### src/cvbl_pkg.sv
// ============================================================================
// cvbl_pkg: shared types and constants of the volume block locator
// Holds the table depth, field widths, status and request codes, and the
// token that travels down the row of extent cells.
// ============================================================================
package cvbl_pkg;

  // Table depth and the width of a cell's own slot number.
  localparam int MAX_EXTENTS = 64;
  localparam int CELL_W      = (MAX_EXTENTS > 1) ? $clog2(MAX_EXTENTS) : 1;

  // Field widths fixed by the interface.
  localparam int ACT_W    = 7;
  localparam int HDR_W    = 16;
  localparam int IDX_W    = 6;
  localparam int WORD_W   = 32;
  localparam int VBLOCK_W = 40;
  localparam int REM_W    = VBLOCK_W + 1;
  localparam int ADDR_W   = 3;
  localparam int APB_W    = 32;

  // Request codes.
  localparam logic REQ_WRITE  = 1'b0;
  localparam logic REQ_LOCATE = 1'b1;

  // Configuration register indexes, decoded from paddr[2].
  localparam logic REG_ACTIVE = 1'b0;
  localparam logic REG_HEADER = 1'b1;

  // Result status codes.
  typedef enum logic [1:0] {
    ST_LOCATED = 2'd0,
    ST_RANGE   = 2'd1,
    ST_WRITTEN = 2'd2
  } status_t;

  // Table write broadcast to every cell.
  typedef struct packed {
    logic              en;
    logic [IDX_W-1:0]  index;
    logic [WORD_W-1:0] size;
    logic [WORD_W-1:0] handle;
  } wr_t;

  // Lookup token handed from cell to cell.
  typedef struct packed {
    logic              valid;
    logic              done;
    status_t           status;
    logic [REM_W-1:0]  rem;
    logic [WORD_W-1:0] want;
    logic [WORD_W-1:0] handle;
    logic [WORD_W-1:0] offset;
    logic [WORD_W-1:0] left;
  } tok_t;

endpackage

### src/cvbl_cell.sv
// ============================================================================
// cvbl_cell: one extent slot of the locator
// Stores one extent's size and descriptor; each cycle it takes the lookup
// token from its left neighbour, resolves it as out of range or within its
// own extent or else subtracts its size, and registers it for the next cell.
// ============================================================================
module cvbl_cell (
  input  logic                  clk,
  input  logic                  rst,
  input  logic [cvbl_pkg::CELL_W-1:0] cell_idx,
  input  logic [cvbl_pkg::ACT_W-1:0]  active_entries,
  input  cvbl_pkg::wr_t         wr,
  input  cvbl_pkg::tok_t        tok_in,
  output cvbl_pkg::tok_t        tok_out
);
  import cvbl_pkg::*;

  logic [WORD_W-1:0] size;
  logic [WORD_W-1:0] handle;
  logic              tok_valid;
  tok_t              tok;
  tok_t              tok_next;
  logic              beyond_active;
  logic              hit;

  // Entry storage, written when the broadcast slot matches this cell.
  always_ff @(posedge clk) begin
    if (wr.en && (32'(wr.index) == 32'(cell_idx))) begin
      size   <= wr.size;
      handle <= wr.handle;
    end
  end

  // The token is resolved here if this slot is past the active count, or
  // if the remaining offset falls within this extent.
  assign beyond_active = 32'(cell_idx) >= 32'(active_entries);
  assign hit           = REM_W'(size) > tok_in.rem;

  always_comb begin
    tok_next = tok_in;
    if (tok_in.valid && !tok_in.done) begin
      if (beyond_active) begin
        tok_next.done   = 1'b1;
        tok_next.status = ST_RANGE;
        tok_next.handle = '0;
        tok_next.offset = '0;
        tok_next.left   = '0;
      end else if (hit) begin
        tok_next.done   = 1'b1;
        tok_next.status = ST_LOCATED;
        tok_next.handle = handle;
        tok_next.offset = tok_in.rem[WORD_W-1:0];
        tok_next.left   = size - tok_in.rem[WORD_W-1:0];
      end else begin
        tok_next.rem = tok_in.rem - REM_W'(size);
      end
    end
  end

  // Token stage towards the next cell.
  always_ff @(posedge clk) begin
    if (rst) begin
      tok_valid <= 1'b0;
    end else begin
      tok_valid <= tok_in.valid;
    end
  end

  always_ff @(posedge clk) begin
    tok <= tok_next;
  end

  always_comb begin
    tok_out       = tok;
    tok_out.valid = tok_valid;
  end

endmodule

### config.mk
export PLATFORM = sky130hd
export DESIGN_NAME = cvbl_cell
export DESIGN_NICKNAME = d
export VERILOG_FILES = /design/src/cvbl_pkg.sv /design/src/cvbl_cell.sv
export SDC_FILE = /design/constraint.sdc
export NUM_CORES = 1
export LEC_CHECK = 0
export BUFFER_PORTS_ARGS = -buffer_cell sky130_fd_sc_hd__buf_2
export CAP_MARGIN = 20
export CORE_AREA = 3 3 165 167
export DETAILED_ROUTE_END_ITERATION = 10
export DIE_AREA = 0 0 168 170
export GPL_TIMING_DRIVEN = 0
export PLACE_DENSITY = 0.77
export SYNTH_ARGS = -nofsm -noshare
export SYNTH_HDL_FRONTEND = slang
export SYNTH_SLANG_ARGS = --single-unit
### constraint.sdc
create_clock -name clk -period 17.1 [get_ports clk]
set_input_delay 3.42 -clock clk [delete_from_list [all_inputs] [get_ports clk]]
set_output_delay 3.42 -clock clk [all_outputs]
set_load 0.01 [all_outputs]
==> insert_results.sql, run 1 <==
INSERT INTO impl_metrics (metric_group, metric, value, unit) VALUES
('status', 'outcome', 'finished clean', ''),
('synthesis', 'largest_area_contributor_in_the_synthesized_netlist', 'sky130_fd_sc_hd__dfxtp_1', ''),
('floorplan', 'initial_standard_cell_utilization_of_the_core', '41.5', '%'),
('sta', 'fin_crit_sh', '36.2', '%'),
('route', 'wl_per_cell', '19.3', 'um'),
('synthesis', 'synth.yosys.warnings', '0', ''),
('cts', 'cts.hold.buffers_added', '0', ''),
('setup_path', 'critPathKind', 'primary input to register', ''),
('synthesis', 'synthArstFlopShare', '0', '%'),
('cts', 'clock_path_buffers', '3', ''),
('hold_path', 'hold-path-cell-count', '1', ''),
('placement', 'place_congestion', '0.960', ''),
('cts', 'tritoncts', 'yes', ''),
('cts', 'cts-htree-levels', '1', ''),
('sta', 'fin_crit', '6.20', 'ns'),
('cells_and_area', 'final_core_util', '54.8', '%'),
('global_route', 'global_route.overflow_total', '0', ''),
('floorplan', 'dieHeight', '170', 'um'),
('cells_and_area', 'synthesis_to_layout_area_growth', '32.1', '%'),
('synthesis', 'synth_largest_type_area_fraction', '32.2', '%'),
('cts', 'clock_latency', '0.53', 'ns'),
('global_route', 'first_global_vias', '9726', ''),
('synthesis', 'ys_seq_elements', '237', ''),
('hold_path', 'worst_hold_path_type', 'register to register', ''),
('synthesis', 'synth-edff-count', '64', ''),
('synthesis', 'post_synth_inst_count', '1046', ''),
('synthesis', 'syn-num-nets', '1376', ''),
('sta', 'headroom_to_the_max_slew_limit', '47.2', '%'),
('placement', 'dp_hpwl', '28600', 'um'),
('cts', 'clk_transition_reported_paths', '0.06', 'ns'),
('global_route', 'antenna_found_initial', '7', ''),
('sta', 'achievable-frequency', '161', 'MHz'),
('floorplan', 'io_pins', '432', ''),
('placement', 'numPortBuffers', '431', ''),
('setup_path', 'worstSetupStartpointType', 'primary input', ''),
('global_route', 'first_pass_grt_wire_length', '53100', 'um'),
('sta', 'finalClockSkew', '0.0119', 'ns'),
('setup_path', 'worst-r2r-setup-slack', '13.60', 'ns'),
('route', 'antenna_left', '0', ''),
('synthesis', 'post_synth_num_cell_types', '64', ''),
('cells_and_area', 'highest_count_cells_in_the_layout_ignoring_fill_and_taps', 'sky130_fd_sc_hd__buf_2 (458), sky130_fd_sc_hd__dfxtp_1 (173), sky130_fd_sc_hd__a22o_1 (96), sky130_fd_sc_hd__inv_1 (84), sky130_fd_sc_hd__nand2_1 (77)', ''),
('route', 'dr.pass1.iters', '5', ''),
('cells_and_area', 'final_cells', '1867', ''),
('setup_path', 'worstPathArrival', '6.65', 'ns'),
('global_route', 'grtUsageMet1', '28.1', '%'),
('sta', 'setup_viol_count_final', '0', ''),
('sta', 'setup_total_negative_slack', '0', 'ns'),
('cts', 'clkSinkCount', '237', ''),
('pwr', 'power_density', '95.4', 'nW/um^2'),
('cts', 'cts.root.buffer_cell', 'sky130_fd_sc_hd__clkbuf_16', ''),
('route', 'detailroute.via_count', '9740', ''),
('cts', 'cts_resized', '0', ''),
('flow_run', 'max_cap_violations', '0', ''),
('floorplan', 'fp-row-count', '59', ''),
('route', 'initial_drt_markers', '646', ''),
('floorplan', 'standard_cell_core_area', '25900', 'um^2'),
('cts', 'cts_post_setup_buffers_inserted', '0', ''),
('sta', 'final-hold-violation-count', '0', ''),
('floorplan', 'floorplan.die.width', '168', 'um'),
('floorplan', 'die_area', '28600', 'um^2'),
('global_route', 'grtUsageMet3', '5.51', '%'),
('route', 'postRouteWirelength', '36100', 'um'),
('global_route', 'top_usage_layer', 'met2', ''),
('pwr', 'ir_drop', '0.000105', 'V'),
('synthesis', 'avgSynthCellArea', '10.3', 'um^2'),
('setup_path', 'critPathMaxFanout', '10', ''),
('placement', 'place_inst', '1821', ''),
('synthesis', 'mappedNetlistArea', '10800', 'um^2'),
('cells_and_area', 'layout.cells.most_common', 'sky130_fd_sc_hd__buf_2', ''),
('synthesis', 'synth_area_leaders', 'sky130_fd_sc_hd__dfxtp_1 (32%), sky130_fd_sc_hd__edfxtp_1 (18%), sky130_fd_sc_hd__ha_1 (8.0%)', ''),
('sta', 'final_max_tran_viols', '0', '');
-- through the flow --
step | cell area, um^2 | total power, mW | hold slack, ns | worst slack [ns]
final | 14200 | 1.36 | 0.449 | 10.90
after global routing | 14200 | 1.41 | 0.470 | 10.61
after CTS | 14200 | 1.37 | 0.455 | 10.86
after detailed placement | 13400 | 0.836 | 0.441 | 10.30
after global placement | 13300 | 0.831 | 0.437 | 2.84
after floorplan | 10800 | 0.739 | 0.436 | 6.70
-- power by group --
group / switching (mW) / internal [mW] / leakage [nW]
Combinational: 0.118 / 0.0923 / 4.40
Clock: 0.217 / 0.313 / 0.387
Sequential: 0.00794 / 0.607 / 2.04
-- path summary, 6_finish.rpt --
path,startpoint,to
max reg2reg,size[3],tok_out[130]
min reg2reg,handle[4],tok_out[68]
min,handle[4],tok_out[68]
max,tok_in[152],tok_out[24]
-- worst max-delay path: stages --
cell and delay (ns):
sky130_fd_sc_hd__buf_2 0.14, sky130_fd_sc_hd__inv_1 0.05, sky130_fd_sc_hd__ha_1 0.30, sky130_fd_sc_hd__clkbuf_1 0.25, sky130_fd_sc_hd__a21oi_1 0.26, sky130_fd_sc_hd__o21ai_0 0.15, sky130_fd_sc_hd__a21oi_1 0.24, sky130_fd_sc_hd__o21a_1 0.20
sky130_fd_sc_hd__o2111a_1 0.24, sky130_fd_sc_hd__o31ai_4 0.11, sky130_fd_sc_hd__nor2_1 0.39, sky130_fd_sc_hd__clkbuf_1 0.59, sky130_fd_sc_hd__a22o_1 0.29
-- per-layer routing --
layer  up-vias  part of all wire (%)
met3        83                   8.1
met2       451                    49
met1      4569                    39
met4         6                   3.5
met5         -                  0.13
li1       4631                     -
-- cell usage after synthesis, types with 27 or more instances --
cell and instances:
sky130_fd_sc_hd__o21ai_0 53, sky130_fd_sc_hd__inv_1 84, sky130_fd_sc_hd__a21oi_1 72, sky130_fd_sc_hd__ha_1 69, sky130_fd_sc_hd__edfxtp_1 64, sky130_fd_sc_hd__nor2_1 44
sky130_fd_sc_hd__xnor2_1 42, sky130_fd_sc_hd__xor2_1 31, sky130_fd_sc_hd__nand2_1 77, sky130_fd_sc_hd__dfxtp_1 173, sky130_fd_sc_hd__buf_2 27, sky130_fd_sc_hd__a22o_1 96
-- sequential cells by signal, summed over array words and instances (netlist names) --
register and count:
size 32, tok_valid 1, handle 32, tok_out 172
-- cell families (layout without fill, tap and decap cells) --
| group | Yosys count | count (layout) | share of synthesized area [%] |
|---|---|---|---|
| buffers and inverters | 142 | 625 | 5.51 |
| XOR/XNOR | 73 | 73 | 5.94 |
| AO/OA/AOI/OAI | 318 | 318 | 20.9 |
| other | 0 | 3 | 0 |
| multiplexers | 2 | 2 | 0.209 |
| AND/OR/NAND/NOR | 203 | 203 | 8.95 |
| adder cells (fa/ha/maj) | 71 | 71 | 8.40 |
| flip-flops | 237 | 237 | 50.1 |
-- cell type report --
type	instances	area, um^2
buffer	58	278
multi-input combinational	667	4780
timing repair buffer	440	2230
fill	2323	11700
antenna	3	7.51
sequential	237	5390
inverter	84	315
clock buffer	37	702
tap	335	419
clock inverter	6	92.6
(Power assumes the default switching activity.)
==> run 2, diff against run 1 <==
--- a/config.mk
+++ b/config.mk
@@ -7,11 +7,11 @@
 export LEC_CHECK = 0
 export BUFFER_PORTS_ARGS = -buffer_cell sky130_fd_sc_hd__buf_2
 export CAP_MARGIN = 20
-export CORE_AREA = 3 3 165 167
+export CORE_AREA = 3 3 166 168
 export DETAILED_ROUTE_END_ITERATION = 10
-export DIE_AREA = 0 0 168 170
+export DIE_AREA = 0 0 169 171
 export GPL_TIMING_DRIVEN = 0
-export PLACE_DENSITY = 0.77
+export PLACE_DENSITY = 0.79
 export SYNTH_ARGS = -nofsm -noshare
 export SYNTH_HDL_FRONTEND = slang
 export SYNTH_SLANG_ARGS = --single-unit
==> constraint.sdc (replaced) <==
create_clock -name clk -period 5.67 [get_ports clk]
set_input_delay 1.134 -clock clk [delete_from_list [all_inputs] [get_ports clk]]
set_output_delay 1.134 -clock clk [all_outputs]
set_load 0.01 [all_outputs]
==> run 2 against run 1 <==
Effect of this change:
- cell count about the same
- via count about the same
- clock skew is 0.00063 ns lower
- design area about the same
- critical path type unchanged
- largest power group unchanged
==> insert_results.sql, run 2 (synthesis gave the netlist of run 1 again) <==
INSERT INTO impl_metrics (metric_group, metric, value, unit) VALUES
('setup_path', 'critPathRequiredTime', '6.10', 'ns'),
('cts', 'cts.hold.buffers_added', '0', ''),
('floorplan', 'fp-row-count', '59', ''),
('sta', 'setup_viol_count_final', '0', ''),
('route', 'postRouteWirelength', '36500', 'um'),
('cells_and_area', 'layout.cells.most_common', 'sky130_fd_sc_hd__buf_2', ''),
('setup_path', 'worst_path_most_repeated_cell', 'sky130_fd_sc_hd__buf_2', ''),
('setup_path', 'worstPathArrival', '4.58', 'ns'),
('sta', 'finalClockSkew', '0.0113', 'ns'),
('cells_and_area', 'largest_register_ffs', '172', ''),
('floorplan', 'io_pins', '432', ''),
('route', 'initial_drt_markers', '663', ''),
('route', 'viasPerCell', '5.22', ''),
('sta', 'fin_crit_sh', '73.2', '%'),
('cts', 'cts-htree-levels', '1', ''),
('cells_and_area', 'fillCellCount', '2306', ''),
('global_route', 'first_global_vias', '9581', ''),
('cells_and_area', 'synthesis_to_layout_area_growth', '32.2', '%'),
('floorplan', 'standard_cell_core_area', '26100', 'um^2'),
('setup_path', 'worstSetupStartpointType', 'primary input', ''),
('cts', 'clock_latency', '0.53', 'ns'),
('setup_path', 'critPathKind', 'primary input to register', ''),
('pwr', 'power_density', '288', 'nW/um^2'),
('cts', 'clkSinkCount', '237', ''),
('pwr', 'leakagePower', '6.81', 'nW'),
('route', 'antenna_left', '0', ''),
('route', 'dr.pass1.iters', '5', ''),
('sta', 'final_max_tran_viols', '0', ''),
('global_route', 'grt_start_max_net_pins', '16', ''),
('pwr', 'ir_drop', '0.000385', 'V'),
('route', 'wl_per_cell', '19.6', 'um'),
('sta', 'fin_crit', '4.15', 'ns'),
('floorplan', 'dieHeight', '171', 'um'),
('placement', 'dp_hpwl', '29100', 'um'),
('route', 'detailroute.via_count', '9732', ''),
('cts', 'clk_transition_reported_paths', '0.06', 'ns'),
('sta', 'final-hold-violation-count', '0', ''),
('cts', 'cts_inserted_buffers', '25', ''),
('hold_path', 'worst_hold_path_type', 'register to register', ''),
('cells_and_area', 'num-nets-final', '1838', ''),
('flow_run', 'max_cap_violations', '0', ''),
('global_route', 'first_pass_grt_wire_length', '53400', 'um'),
('cells_and_area', 'post_route_cells_drive_above_1_share', '33.9', '%'),
('cts', 'cts.root.buffer_cell', 'sky130_fd_sc_hd__clkbuf_16', ''),
('setup_path', 'max_stage_delay', '0.47', 'ns'),
('cts', 'tritoncts', 'yes', ''),
('setup_path', 'timing.critical_path.to_type', 'register', ''),
('global_route', 'grt_usage', '23.6', '%'),
('status', 'outcome', 'finished clean', ''),
('setup_path', 'crit_slowest_cell', 'sky130_fd_sc_hd__and2b_1', ''),
('floorplan', 'floorplan.die.width', '169', 'um'),
('cts', 'cts_post_setup_buffers_inserted', '0', ''),
('cts', 'clock_path_buffers', '3', ''),
('sta', 'tightest_slew', '0.961', 'ns'),
('floorplan', 'die_area', '28900', 'um^2'),
('cells_and_area', 'final_core_util', '54.6', '%'),
('setup_path', 'critPathMaxFanout', '10', ''),
('cells_and_area', 'finish.instance_area', '14200', 'um^2'),
('global_route', 'global_route.overflow_total', '0', ''),
('floorplan', 'initial_standard_cell_utilization_of_the_core', '41.3', '%'),
('placement', 'place_area', '13400', 'um^2'),
('sta', 'headroom_to_the_max_slew_limit', '35.5', '%'),
('cts', 'cts_resized', '0', ''),
('placement', 'place_congestion', '0.900', ''),
('route', 'post-route-drc-count', '0', ''),
('sta', 'achievable-frequency', '241', 'MHz'),
('cells_and_area', 'highest_count_cells_in_the_layout_ignoring_fill_and_taps', 'sky130_fd_sc_hd__buf_2 (458), sky130_fd_sc_hd__dfxtp_1 (173), sky130_fd_sc_hd__a22o_1 (96), sky130_fd_sc_hd__inv_1 (84), sky130_fd_sc_hd__nand2_1 (77)', ''),
('setup_path', 'critical_path.cell_chain', 'buf_2 -> inv_1 -> ha_1 -> buf_2 -> o2111ai_1 -> a211o_1 -> a21oi_2 -> o21ai_2 -> o31ai_4 -> and2b_1 -> buf_2 -> nand4_1 -> xnor2_1', ''),
('sta', 'rsz0062_at_grt', 'false', ''),
('global_route', 'antenna_found_initial', '6', ''),
('placement', 'numPortBuffers', '431', '');
==> run 2: path summary, 6_finish.rpt <==
path | cells after the start | from | slack, ns | end
max | 13 | tok_in[131] | 1.52 | tok_out[164]
min | 1 | handle[2] | 0.45 | tok_out[66]
max reg2reg | 11 | size[3] | 1.97 | tok_out[164]
min reg2reg | 1 | handle[2] | 0.45 | tok_out[66]
==> run 2: layout make-up <==
type / count / area [um^2] / area share (%)
Sequential cell: 237 / 5390 / 37.9
Multi-Input combinational cell: 667 / 4790 / 33.7
Timing Repair Buffer: 435 / 2210 / 15.5
Clock buffer: 39 / 738 / 5.19
Tap cell: 335 / 419 / 2.95
Inverter: 84 / 315 / 2.22
Buffer: 58 / 278 / 1.95
Clock inverter: 7 / 76.3 / 0.537
Antenna cell: 4 / 10.0 / 0.0704
==> run 2: report_power, final <==
group	switching [mW]	leakage, nW	total (mW)	internal [mW]
logic	0.357	4.37	0.635	0.278
registers	0.0234	2.04	1.85	1.83
clock network	0.668	0.405	1.61	0.944
==> run 2: worst max-delay path: cells and delay by family <==
kind | cells | cell delay, ns
AOI/OAI and AO/OA | 5 | 1.36
adders and majority gates | 1 | 0.29
and+or+nand+nor | 2 | 0.63
xor gates and xnor gates | 1 | 0.28
buffers and inverters | 4 | 0.87
==> run 2: layer usage <==
| layer | GRT usage, % | routed length [um] | up-vias |
|---|---|---|---|
| li1 | - | - | 4635 |
| met1 | 28.5 | 14300 | 4575 |
| met2 | 41.7 | 18300 | 446 |
| met3 | 5.13 | 2690 | 72 |
| met4 | 8.12 | 1230 | 4 |
| met5 | 0 | 16 | - |
==> run 2: metrics by stage <==
| stage | hold WS (ns) | setup WS [ns] | instances | TNS, ns | total power, mW |
|---|---|---|---|---|---|
| floorplan | 0.436 | 0.275 | 1046 | 0 | 2.23 |
| global placement | 0.436 | -1.98 | 1812 | -126.17 | 2.51 |
| detailed placement | 0.440 | 1.02 | 1816 | 0 | 2.52 |
| CTS | 0.442 | 1.58 | 1862 | 0 | 4.14 |
| global route | 0.459 | 1.37 | 1866 | 0 | 4.27 |
| finish | 0.445 | 1.52 | 1866 | 0 | 4.10 |
